<file path="src/rtl/itsf_pkg.sv">
// Package of types, constants and the sequencer program for the IMU tilt and shake filter.
package itsf_pkg;

  // Fixed-point unity values.
  localparam int unsigned ONE_Q14 = 16384;
  localparam int unsigned ONE_Q16 = 65536;

  // Configuration register indexes.
  localparam logic [2:0] CFG_SMOOTHING_GAIN = 3'd0;
  localparam logic [2:0] CFG_TILT_DECAY     = 3'd1;
  localparam logic [2:0] CFG_SHAKE_DECAY    = 3'd2;
  localparam logic [2:0] CFG_SHAKE_DAMPING  = 3'd3;
  localparam logic [2:0] CFG_IMPULSE_GAIN   = 3'd4;

  // Configuration reset values.
  localparam logic [7:0]  RST_SMOOTHING_GAIN = 8'd8;
  localparam logic [15:0] RST_TILT_DECAY     = 16'd60293;
  localparam logic [15:0] RST_SHAKE_DECAY    = 16'd56361;
  localparam logic [15:0] RST_SHAKE_DAMPING  = 16'd36045;
  localparam logic [15:0] RST_IMPULSE_GAIN   = 16'd32768;

  // Program counter width and entry points of the program.
  localparam int unsigned STEP_W = 4;
  localparam logic [STEP_W-1:0] STEP_START = 4'd0;
  localparam logic [STEP_W-1:0] STEP_INV   = 4'd8;
  localparam logic [STEP_W-1:0] STEP_FIN   = 4'd11;

  // Operand pair fed to the shared multiplier.
  typedef enum logic [3:0] {
    MUL_NONE,
    MUL_DT_GAIN,
    MUL_TX_TDEC,
    MUL_TY_TDEC,
    MUL_SH_SDEC,
    MUL_DX_W,
    MUL_DY_W,
    MUL_W_DAMP,
    MUL_ACC_IMP,
    MUL_SH_W
  } mul_sel_t;

  // Destination of the registered product.
  typedef enum logic [3:0] {
    WB_NONE,
    WB_ALPHA,
    WB_TX,
    WB_TY,
    WB_DAMP,
    WB_IMP,
    WB_SH_VALID,
    WB_TX_DEC,
    WB_TY_DEC,
    WB_SH_DEC
  } wb_sel_t;

  // Sequencing of the step counter.
  typedef enum logic [2:0] {
    JMP_NEXT,
    JMP_DT_ZERO,
    JMP_INVALID,
    JMP_ALWAYS,
    JMP_FINISH
  } jmp_t;

  typedef struct packed {
    mul_sel_t          mul;
    wb_sel_t           wb;
    jmp_t              jmp;
    logic [STEP_W-1:0] target;
  } ctrl_word_t;

  // Control store. A product issued in one step is written back in the next.
  function automatic ctrl_word_t prog_rom(input logic [STEP_W-1:0] pc);
    ctrl_word_t cw;
    cw = '{mul: MUL_NONE, wb: WB_NONE, jmp: JMP_FINISH, target: STEP_FIN};
    unique case (pc)
      4'd0:  cw = '{mul: MUL_DT_GAIN, wb: WB_NONE,     jmp: JMP_DT_ZERO, target: STEP_FIN};
      4'd1:  cw = '{mul: MUL_TX_TDEC, wb: WB_ALPHA,    jmp: JMP_INVALID, target: STEP_INV};
      4'd2:  cw = '{mul: MUL_DX_W,    wb: WB_NONE,     jmp: JMP_NEXT,    target: STEP_FIN};
      4'd3:  cw = '{mul: MUL_DY_W,    wb: WB_TX,       jmp: JMP_NEXT,    target: STEP_FIN};
      4'd4:  cw = '{mul: MUL_W_DAMP,  wb: WB_TY,       jmp: JMP_NEXT,    target: STEP_FIN};
      4'd5:  cw = '{mul: MUL_ACC_IMP, wb: WB_DAMP,     jmp: JMP_NEXT,    target: STEP_FIN};
      4'd6:  cw = '{mul: MUL_SH_W,    wb: WB_IMP,      jmp: JMP_NEXT,    target: STEP_FIN};
      4'd7:  cw = '{mul: MUL_NONE,    wb: WB_SH_VALID, jmp: JMP_ALWAYS,  target: STEP_FIN};
      4'd8:  cw = '{mul: MUL_TY_TDEC, wb: WB_TX_DEC,   jmp: JMP_NEXT,    target: STEP_FIN};
      4'd9:  cw = '{mul: MUL_SH_SDEC, wb: WB_TY_DEC,   jmp: JMP_NEXT,    target: STEP_FIN};
      4'd10: cw = '{mul: MUL_NONE,    wb: WB_SH_DEC,   jmp: JMP_ALWAYS,  target: STEP_FIN};
      default: cw = '{mul: MUL_NONE, wb: WB_NONE, jmp: JMP_FINISH, target: STEP_FIN};
    endcase
    return cw;
  endfunction

endpackage

</file>
<file path="src/rtl/itsf_if.sv">
// Valid/ready channel interfaces for the sample and result beats.
interface itsf_in_if;
  logic               valid;
  logic               ready;
  logic               sample_valid;
  logic signed [15:0] accel_x;
  logic signed [15:0] accel_y;
  logic [15:0]        time_step;

  modport source (output valid, sample_valid, accel_x, accel_y, time_step, input ready);
  modport sink   (input valid, sample_valid, accel_x, accel_y, time_step, output ready);
endinterface

interface itsf_out_if;
  logic               valid;
  logic               ready;
  logic               available_flag;
  logic signed [15:0] tilt_x_out;
  logic signed [15:0] tilt_y_out;
  logic [14:0]        shake_level;

  modport source (output valid, available_flag, tilt_x_out, tilt_y_out, shake_level,
                  input ready);
  modport sink   (input valid, available_flag, tilt_x_out, tilt_y_out, shake_level,
                  output ready);
endinterface

</file>
<file path="src/rtl/imu_tilt_shake_filter.sv">
// Top level of the IMU tilt and shake filter: microcoded sequencer around one multiplier.
//
//   channel  | direction | beat contents
//   ---------+-----------+------------------------------------------------------
//   in_ch    | sink      | sample_valid, accel_x, accel_y, time_step
//   out_ch   | source    | available_flag, tilt_x_out, tilt_y_out, shake_level
//   cfg_*    | write     | cfg_we, cfg_addr (register index), cfg_wdata
//
// A valid sample runs the update steps, an invalid sample jumps to the decay steps and a
// zero time step jumps to the final step; no new beat is taken before the last is done.
// The single 18x17 multiplier sets the pace; the steps share it one product at a time.
// Reset is synchronous and active low; it restores the register defaults and clears the
// filter state at once. A result waits in the output register while the next beat is
// taken; the sequencer only stalls in its final step while that register is still full.
module imu_tilt_shake_filter (
  input  logic        clk,
  input  logic        rst_n,
  itsf_in_if.sink     in_ch,
  itsf_out_if.source  out_ch,
  input  logic        cfg_we,
  input  logic [2:0]  cfg_addr,
  input  logic [15:0] cfg_wdata
);

  // Configuration registers.
  logic [7:0]  gain_r;
  logic [15:0] tdec_r;
  logic [15:0] sdec_r;
  logic [15:0] damp_cfg_r;
  logic [15:0] imp_cfg_r;

  // Filter state.
  logic signed [15:0] tx_r, tx_nxt;
  logic signed [15:0] ty_r, ty_nxt;
  logic [14:0]        sh_r, sh_nxt;
  logic               av_r, av_nxt;

  // Sequencer.
  logic                        busy_r;
  logic [itsf_pkg::STEP_W-1:0] pc_r;
  itsf_pkg::ctrl_word_t        cw;

  // Latched beat and datapath registers.
  logic               sv_r;
  logic signed [15:0] ax_r, ay_r;
  logic [15:0]        dt_r;
  logic signed [35:0] p_r;
  logic [16:0]        w_r, w_nxt;     // alpha, later the shake damping factor
  logic [16:0]        acc_r, acc_nxt; // summed tilt change, later the impulse

  // Output register.
  logic               out_valid_r;
  logic               out_av_r;
  logic signed [15:0] out_tx_r, out_ty_r;
  logic [14:0]        out_sh_r;

  logic in_fire, out_free, finish;

  assign in_ch.ready = !busy_r;
  assign in_fire     = in_ch.valid && !busy_r;
  assign out_free    = !out_valid_r || out_ch.ready;
  assign cw          = itsf_pkg::prog_rom(pc_r);
  assign finish      = busy_r && (cw.jmp == itsf_pkg::JMP_FINISH) && out_free;

  assign out_ch.valid          = out_valid_r;
  assign out_ch.available_flag = out_av_r;
  assign out_ch.tilt_x_out     = out_tx_r;
  assign out_ch.tilt_y_out     = out_ty_r;
  assign out_ch.shake_level    = out_sh_r;

  // Clamp the latched samples to plus or minus one and form the tilt errors.
  logic signed [15:0] nx, ny;
  logic signed [16:0] dx, dy;

  always_comb begin
    if (ax_r > 16'sd16384) begin
      nx = 16'sd16384;
    end else if (ax_r < -16'sd16384) begin
      nx = -16'sd16384;
    end else begin
      nx = ax_r;
    end
    if (ay_r > 16'sd16384) begin
      ny = 16'sd16384;
    end else if (ay_r < -16'sd16384) begin
      ny = -16'sd16384;
    end else begin
      ny = ay_r;
    end
    dx = {nx[15], nx} - {tx_r[15], tx_r};
    dy = {ny[15], ny} - {ty_r[15], ty_r};
  end

  // Shared multiplier: signed 18-bit operand times unsigned 17-bit operand.
  logic signed [17:0] mul_a;
  logic [16:0]        mul_b;
  logic signed [35:0] prod;

  always_comb begin
    unique case (cw.mul)
      itsf_pkg::MUL_DT_GAIN: begin
        mul_a = {2'b00, dt_r};
        mul_b = {9'd0, gain_r};
      end
      itsf_pkg::MUL_TX_TDEC: begin
        mul_a = {{2{tx_r[15]}}, tx_r};
        mul_b = {1'b0, tdec_r};
      end
      itsf_pkg::MUL_TY_TDEC: begin
        mul_a = {{2{ty_r[15]}}, ty_r};
        mul_b = {1'b0, tdec_r};
      end
      itsf_pkg::MUL_SH_SDEC: begin
        mul_a = {3'b000, sh_r};
        mul_b = {1'b0, sdec_r};
      end
      itsf_pkg::MUL_DX_W: begin
        mul_a = {dx[16], dx};
        mul_b = w_r;
      end
      itsf_pkg::MUL_DY_W: begin
        mul_a = {dy[16], dy};
        mul_b = w_r;
      end
      itsf_pkg::MUL_W_DAMP: begin
        mul_a = {1'b0, w_r};
        mul_b = {1'b0, damp_cfg_r};
      end
      itsf_pkg::MUL_ACC_IMP: begin
        mul_a = {1'b0, acc_r};
        mul_b = {1'b0, imp_cfg_r};
      end
      itsf_pkg::MUL_SH_W: begin
        mul_a = {3'b000, sh_r};
        mul_b = w_r;
      end
      default: begin
        mul_a = '0;
        mul_b = '0;
      end
    endcase
    prod = 36'(mul_a) * 36'($signed({1'b0, mul_b}));
  end

  // Write-back of the registered product. Shifting the product right by 16 bits
  // through a part-select floors it, as the arithmetic is truncating.
  logic signed [15:0] t_old, t_new;
  logic signed [17:0] t_sum;
  logic signed [16:0] t_chg;
  logic [16:0]        t_abs;
  logic [17:0]        sh_sum;

  always_comb begin
    t_old  = (cw.wb == itsf_pkg::WB_TY) ? ty_r : tx_r;
    t_sum  = {{2{t_old[15]}}, t_old} + p_r[33:16];
    if (t_sum > 18'sd16384) begin
      t_new = 16'sd16384;
    end else if (t_sum < -18'sd16384) begin
      t_new = -16'sd16384;
    end else begin
      t_new = t_sum[15:0];
    end
    t_chg  = {t_new[15], t_new} - {t_old[15], t_old};
    t_abs  = t_chg[16] ? 17'(-t_chg) : t_chg;
    sh_sum = {3'b000, p_r[30:16]} + {1'b0, acc_r};

    tx_nxt  = tx_r;
    ty_nxt  = ty_r;
    sh_nxt  = sh_r;
    av_nxt  = av_r;
    w_nxt   = w_r;
    acc_nxt = acc_r;
    unique case (cw.wb)
      itsf_pkg::WB_NONE: begin
      end
      itsf_pkg::WB_ALPHA: begin
        w_nxt = (p_r > 36'sd65536) ? 17'd65536 : p_r[16:0];
      end
      itsf_pkg::WB_TX: begin
        tx_nxt  = t_new;
        acc_nxt = t_abs;
      end
      itsf_pkg::WB_TY: begin
        ty_nxt  = t_new;
        acc_nxt = acc_r + t_abs;
      end
      itsf_pkg::WB_DAMP: begin
        w_nxt = 17'd65536 - {1'b0, p_r[31:16]};
      end
      itsf_pkg::WB_IMP: begin
        acc_nxt = {1'b0, p_r[31:16]};
      end
      itsf_pkg::WB_SH_VALID: begin
        sh_nxt = (sh_sum > 18'd16384) ? 15'd16384 : sh_sum[14:0];
        av_nxt = 1'b1;
      end
      itsf_pkg::WB_TX_DEC: begin
        tx_nxt = p_r[31:16];
      end
      itsf_pkg::WB_TY_DEC: begin
        ty_nxt = p_r[31:16];
      end
      itsf_pkg::WB_SH_DEC: begin
        sh_nxt = p_r[30:16];
        av_nxt = 1'b0;
      end
      default: begin
      end
    endcase
  end

  // Next step of the program.
  logic [itsf_pkg::STEP_W-1:0] pc_nxt;

  always_comb begin
    unique case (cw.jmp)
      itsf_pkg::JMP_NEXT:    pc_nxt = pc_r + 4'd1;
      itsf_pkg::JMP_DT_ZERO: pc_nxt = (dt_r == 16'd0) ? cw.target : pc_r + 4'd1;
      itsf_pkg::JMP_INVALID: pc_nxt = !sv_r ? cw.target : pc_r + 4'd1;
      itsf_pkg::JMP_ALWAYS:  pc_nxt = cw.target;
      itsf_pkg::JMP_FINISH:  pc_nxt = pc_r;
      default:               pc_nxt = pc_r;
    endcase
  end

  // Control, configuration and filter state.
  always_ff @(posedge clk) begin
    if (!rst_n) begin
      gain_r      <= itsf_pkg::RST_SMOOTHING_GAIN;
      tdec_r      <= itsf_pkg::RST_TILT_DECAY;
      sdec_r      <= itsf_pkg::RST_SHAKE_DECAY;
      damp_cfg_r  <= itsf_pkg::RST_SHAKE_DAMPING;
      imp_cfg_r   <= itsf_pkg::RST_IMPULSE_GAIN;
      tx_r        <= '0;
      ty_r        <= '0;
      sh_r        <= '0;
      av_r        <= 1'b0;
      busy_r      <= 1'b0;
      pc_r        <= itsf_pkg::STEP_START;
      out_valid_r <= 1'b0;
    end else begin
      if (cfg_we) begin
        unique case (cfg_addr)
          itsf_pkg::CFG_SMOOTHING_GAIN: gain_r     <= cfg_wdata[7:0];
          itsf_pkg::CFG_TILT_DECAY:     tdec_r     <= cfg_wdata;
          itsf_pkg::CFG_SHAKE_DECAY:    sdec_r     <= cfg_wdata;
          itsf_pkg::CFG_SHAKE_DAMPING:  damp_cfg_r <= cfg_wdata;
          itsf_pkg::CFG_IMPULSE_GAIN:   imp_cfg_r  <= cfg_wdata;
          default: begin
          end
        endcase
      end

      if (busy_r) begin
        tx_r <= tx_nxt;
        ty_r <= ty_nxt;
        sh_r <= sh_nxt;
        av_r <= av_nxt;
        pc_r <= pc_nxt;
      end

      if (in_fire) begin
        busy_r <= 1'b1;
        pc_r   <= itsf_pkg::STEP_START;
      end else if (finish) begin
        busy_r <= 1'b0;
      end

      if (finish) begin
        out_valid_r <= 1'b1;
      end else if (out_ch.ready) begin
        out_valid_r <= 1'b0;
      end
    end
  end

  // Payload registers.
  always_ff @(posedge clk) begin
    if (in_fire) begin
      sv_r <= in_ch.sample_valid;
      ax_r <= in_ch.accel_x;
      ay_r <= in_ch.accel_y;
      dt_r <= in_ch.time_step;
    end
    if (busy_r) begin
      p_r   <= prod;
      w_r   <= w_nxt;
      acc_r <= acc_nxt;
    end
    if (finish) begin
      out_av_r <= av_r;
      out_tx_r <= tx_r;
      out_ty_r <= ty_r;
      out_sh_r <= sh_r;
    end
  end

`ifndef SYNTHESIS
  // The program never runs past its final step.
  a_pc_range: assert property (@(posedge clk) disable iff (!rst_n)
    busy_r |-> (pc_r <= itsf_pkg::STEP_FIN))
    else $error("sequencer step out of program range");

  // Shake and tilt stay within plus or minus one.
  a_state_range: assert property (@(posedge clk) disable iff (!rst_n)
    (sh_r <= 15'd16384) && (tx_r <= 16'sd16384) && (tx_r >= -16'sd16384)
    && (ty_r <= 16'sd16384) && (ty_r >= -16'sd16384))
    else $error("filter state out of range");

  // A result appears only after the final step of the program.
  a_out_from_fin: assert property (@(posedge clk) disable iff (!rst_n)
    $rose(out_valid_r) |-> $past(busy_r && (pc_r == itsf_pkg::STEP_FIN)))
    else $error("result raised outside the final step");

  // An accepted beat starts the program at its first step.
  a_start: assert property (@(posedge clk) disable iff (!rst_n)
    (in_ch.valid && in_ch.ready) |=> (busy_r && (pc_r == itsf_pkg::STEP_START)))
    else $error("accepted beat did not start the program");
`endif

endmodule

</file>
<file path="src/flat_wrapper.sv">
// flat-port wrapper written by rule: the top's interface ports become plain ports
module imu_tilt_shake_filter_flat 
  (clk, rst_n, cfg_we, cfg_addr, cfg_wdata, in_ch_valid, in_ch_sample_valid, in_ch_accel_x, in_ch_accel_y, in_ch_time_step, in_ch_ready, out_ch_valid, out_ch_available_flag, out_ch_tilt_x_out, out_ch_tilt_y_out, out_ch_shake_level, out_ch_ready);
  itsf_in_if in_ch_i ();
  itsf_out_if out_ch_i ();
  input  logic clk;
  input  logic rst_n;
  input  logic cfg_we;
  input  logic [2:0] cfg_addr;
  input  logic [15:0] cfg_wdata;
  input wire logic [$bits(in_ch_i.valid)-1:0] in_ch_valid;
  input wire logic [$bits(in_ch_i.sample_valid)-1:0] in_ch_sample_valid;
  input wire logic [$bits(in_ch_i.accel_x)-1:0] in_ch_accel_x;
  input wire logic [$bits(in_ch_i.accel_y)-1:0] in_ch_accel_y;
  input wire logic [$bits(in_ch_i.time_step)-1:0] in_ch_time_step;
  output wire logic [$bits(in_ch_i.ready)-1:0] in_ch_ready;
  output wire logic [$bits(out_ch_i.valid)-1:0] out_ch_valid;
  output wire logic [$bits(out_ch_i.available_flag)-1:0] out_ch_available_flag;
  output wire logic [$bits(out_ch_i.tilt_x_out)-1:0] out_ch_tilt_x_out;
  output wire logic [$bits(out_ch_i.tilt_y_out)-1:0] out_ch_tilt_y_out;
  output wire logic [$bits(out_ch_i.shake_level)-1:0] out_ch_shake_level;
  input wire logic [$bits(out_ch_i.ready)-1:0] out_ch_ready;
  assign in_ch_i.valid = in_ch_valid;
  assign in_ch_i.sample_valid = in_ch_sample_valid;
  assign in_ch_i.accel_x = in_ch_accel_x;
  assign in_ch_i.accel_y = in_ch_accel_y;
  assign in_ch_i.time_step = in_ch_time_step;
  assign in_ch_ready = in_ch_i.ready;
  assign out_ch_valid = out_ch_i.valid;
  assign out_ch_available_flag = out_ch_i.available_flag;
  assign out_ch_tilt_x_out = out_ch_i.tilt_x_out;
  assign out_ch_tilt_y_out = out_ch_i.tilt_y_out;
  assign out_ch_shake_level = out_ch_i.shake_level;
  assign out_ch_i.ready = out_ch_ready;
  imu_tilt_shake_filter u_core (.clk(clk), .rst_n(rst_n), .in_ch(in_ch_i), .out_ch(out_ch_i), .cfg_we(cfg_we), .cfg_addr(cfg_addr), .cfg_wdata(cfg_wdata));
endmodule
</file>
<file path="config.mk">
export PLATFORM = sky130hd
export DESIGN_NAME = imu_tilt_shake_filter_flat
export DESIGN_NICKNAME = d
export VERILOG_FILES = /design/src/rtl/itsf_pkg.sv /design/src/rtl/itsf_if.sv /design/src/rtl/imu_tilt_shake_filter.sv /design/src/flat_wrapper.sv
export SDC_FILE = /design/constraint.sdc
export NUM_CORES = 2
export LEC_CHECK = 0
export ABC_AREA = 1
export BUFFER_PORTS_ARGS = -buffer_cell sky130_fd_sc_hd__buf_2
export CORE_UTILIZATION = 55
export CTS_BUF_LIST = sky130_fd_sc_hd__clkbuf_4
export CTS_CLUSTER_DIAMETER = 100
export DETAILED_ROUTE_END_ITERATION = 7
export PLACE_DENSITY_LB_ADDON = 0.15
export SYNTH_ARGS = -nofsm -noshare
export SYNTH_HDL_FRONTEND = slang
export SYNTH_SLANG_ARGS = --single-unit
export TNS_END_PERCENT = 5
</file>
<file path="constraint.sdc">
create_clock -name clk -period 18 [get_ports clk]
set_input_delay 1.8 -clock clk [delete_from_list [all_inputs] [get_ports clk]]
set_output_delay 1.8 -clock clk [all_outputs]
set_load 0.02 [all_outputs]
</file>
==> run summary <==
outcome -> complete, but fails checks
failing checks -> DRC
Post-synth EDFFs -> 167
share of layout cells above drive strength 1 -> 0.0912
# setup viols final -> 0
Synth top area share -> 0.195
Tightest Pin Transition -> 1.23 ns
Non-Filler Instances -> 5222
nets@finish -> 4971
Die Ht -> 243 um
Residual DRC -> 2
post-route setup TNS -> 0 ns
most used cell along the critical path -> inv_1
wire length per cell -> 19.6 um
Warnings, synthesis -> 0
drt pass-1 iters -> 8
CTS Buffer Depth -> 3
startpoint types -> register
GRT overflow -> 0
GRT Util Overall -> 0.348
predominant post-synthesis flop cell -> edfxtp_1
post-CTS setup buffer count -> 0
std cell rows -> 88
flops & latches, synth -> 305
initial antenna violation count -> 2
Buffers on Ports -> 122
First DRT Iteration DRCs -> 3007
endpoints failing hold -> 0
CP required -> 18.52 ns
first-pass GRT wire length -> 158 mm
CTS tree -> yes
sequential area share after synthesis -> 0.243
max incr delay on CP -> 0.53 ns
worst reg2reg path depth -> 40
Multi-input gate area -> 0.0202 mm^2
CTS Hold Bufs -> 0
Max Fanout on Critical Path -> 17
clock latency on the worst-skew pair -> 0.87 ns
CP Data Arrival Time -> 9.67 ns
final core occ -> 0.599
maxcap violations -> 0
Design Area, Final -> 0.0345 mm^2
Crit Reg-Reg Startpoint -> u_core.ay_r[15]
Worst-path clk slew -> 0.06 ns
maximum vdd drop -> 0.0000556 V
Vias/cell -> 5.59
post-synthesis area per instance -> 7.53 um^2
Slew headroom -> 0.179
FF+latch area -> 0.00778 mm^2
dpl cells -> 5072
PD cells -> 95.7 mW/mm^2
RSZ-0062 raised after global routing -> false
Worst Setup SP -> u_core.ay_r[15]
worst min path class -> register to register
worst hold start -> u_core.gain_r[0]
CTS resizes -> 0
Achievable Freq -> 0.109 GHz
most frequent cells in the layout -> nand2_1, inv_1, fa_1
Distinct cells, synth -> 68
GPL Wtd Cong -> 1.02
WL final -> 102 mm
H-tree depth -> 3
DP HPWL -> 81.4 mm
Worst path slowest cell -> fa_1
Hold Path Stages -> 2
Core Region -> 0.0576 mm^2
Slew Limit Fails -> 0
clock period minus worst slack -> 9.15 ns
Die Span X -> 243 um
vias post-DR -> 29200
top post-synthesis cells by area -> fa_1, edfxtp_1, nand2_1, inv_1, dfxtp_1
placed inst area -> 0.0334 mm^2
CTS Buf Count -> 82
commonest non-fill, non-tap cell in the layout -> nand2_1
via count of the first global-routing pass -> 27500
root buffer cell -> clkbuf_4
largest area contributor in the netlist -> fa_1
Fillers -> 5467
Final Skew -> 0.101 ns
Initial Utilization -> 0.556
Pleak -> 0.0180 uW
Crit Path Category -> register to register
antenna viol nets, final -> 0
Mapped Nets -> 4832
FFs w/ async S/R, synth -> 0
Die Footprint -> 0.0591 mm^2
synthesized area -> 0.0320 mm^2
final cycle utilization of the critical path -> 0.509
Setup crit end kind -> register
io pins -> 123
maximum number of pins on one net before global-route repair -> 87
post-layout power -> 3300 uW
clk sinks -> 305
Post-Synthesis Cells -> 4252
P&R area growth vs syn -> 7.79%
==> through the flow <==
stage / setup slack (ns) / hold slack, ns
2_1_floorplan: 9.85 / 0.409
3_3_place_gp: 9.01 / 0.439
3_5_place_dp: 8.93 / 0.443
4_1_cts: 8.88 / 0.458
5_1_grt: 8.16 / 0.468
6_report: 8.85 / 0.458
==> final cells by class <==
class | count | area share
timing repair buffer | 158 | 0.0255
sequential | 305 | 0.226
clock inverter | 32 | 0.00711
inverter | 947 | 0.103
multi-input combinational | 2897 | 0.586
tap | 765 | 0.0278
antenna | 3 | 0.000218
clock buffer | 115 | 0.0250
==> state kept, by name, indices dropped and copies added, names as in the netlist, 4 cells and up <==
signal and cells:
u_core.sh_r 15, u_core.ty_r 16, u_core.tx_r 16, u_core.imp_cfg_r 16
u_core.ay_r 16, u_core.out_ch.tilt_y_out 16, u_core.sdec_r 16, u_core.tdec_r 16
u_core.out_ch.tilt_x_out 16, u_core.dt_r 16, u_core.out_ch.shake_level 15, u_core.damp_cfg_r 16
u_core.acc_r 17, u_core.cw 12, u_core.p_r 36, u_core.pc_r 4
u_core.gain_r 8, u_core.w_r 17, u_core.ax_r 16
==> cell usage after synthesis, drive strengths merged, types with 13 or more instances <==
master / instances
a21oi: 283
a221oi: 18
buf: 51
clkbuf: 52
dfxtp: 138
edfxtp: 167
fa: 311
ha: 196
inv: 940
nand2: 1067
nand3: 189
nand4: 41
nor2: 285
nor3: 38
nor4: 14
o211ai: 24
o21ai: 190
o221ai: 13
o22ai: 23
or2: 15
xnor2: 36
xor2: 51
==> worst max-delay path, delay by kind of cell, from the launching register on <==
family,cells,cell delay (ns)
buf+inv,11,0.94
compound gates,6,1.42
simple gates,14,2.16
xor+xnor,1,0.15
flops,1,0.46
fa+ha+maj,8,3.70
==> cells by family (layout without fill, tap and decap cells) <==
family	Yosys count	after routing	share of synthesized area
buf+inv	1050	1252	0.126
compound gates	628	628	0.116
other cells	0	3	0
fa+ha+maj	508	508	0.272
simple gates	1674	1674	0.219
xor+xnor	87	87	0.0238
flops	305	305	0.243
==> worst paths after layout <==
check / end / slack (ns)
worst max-delay path: u_core.p_r[31] / 8.85
worst min-delay path: u_core.gain_r[0] / 0.46
worst max register to register: u_core.p_r[31] / 8.85
worst min register to register: u_core.gain_r[0] / 0.46
==> power by group <==
| part | total, uW | internal, uW | switching [uW] |
|---|---|---|---|
| registers | 878 | 816 | 61.7 |
| clock network | 667 | 355 | 312 |
| logic | 1760 | 600 | 1160 |
==> metal layers <==
| layer | vias to the layer above | track usage | part of all wire |
|---|---|---|---|
| met4 | 0 | 0.120 | 0.035 |
| li1 | 13700 | - | - |
| met2 | 1432 | 0.541 | 0.44 |
| met5 | - | 0 | 0 |
| met3 | 219 | 0.0551 | 0.096 |
| met1 | 13900 | 0.492 | 0.43 |
No activity file was read; power rests on OpenSTA's default activity.
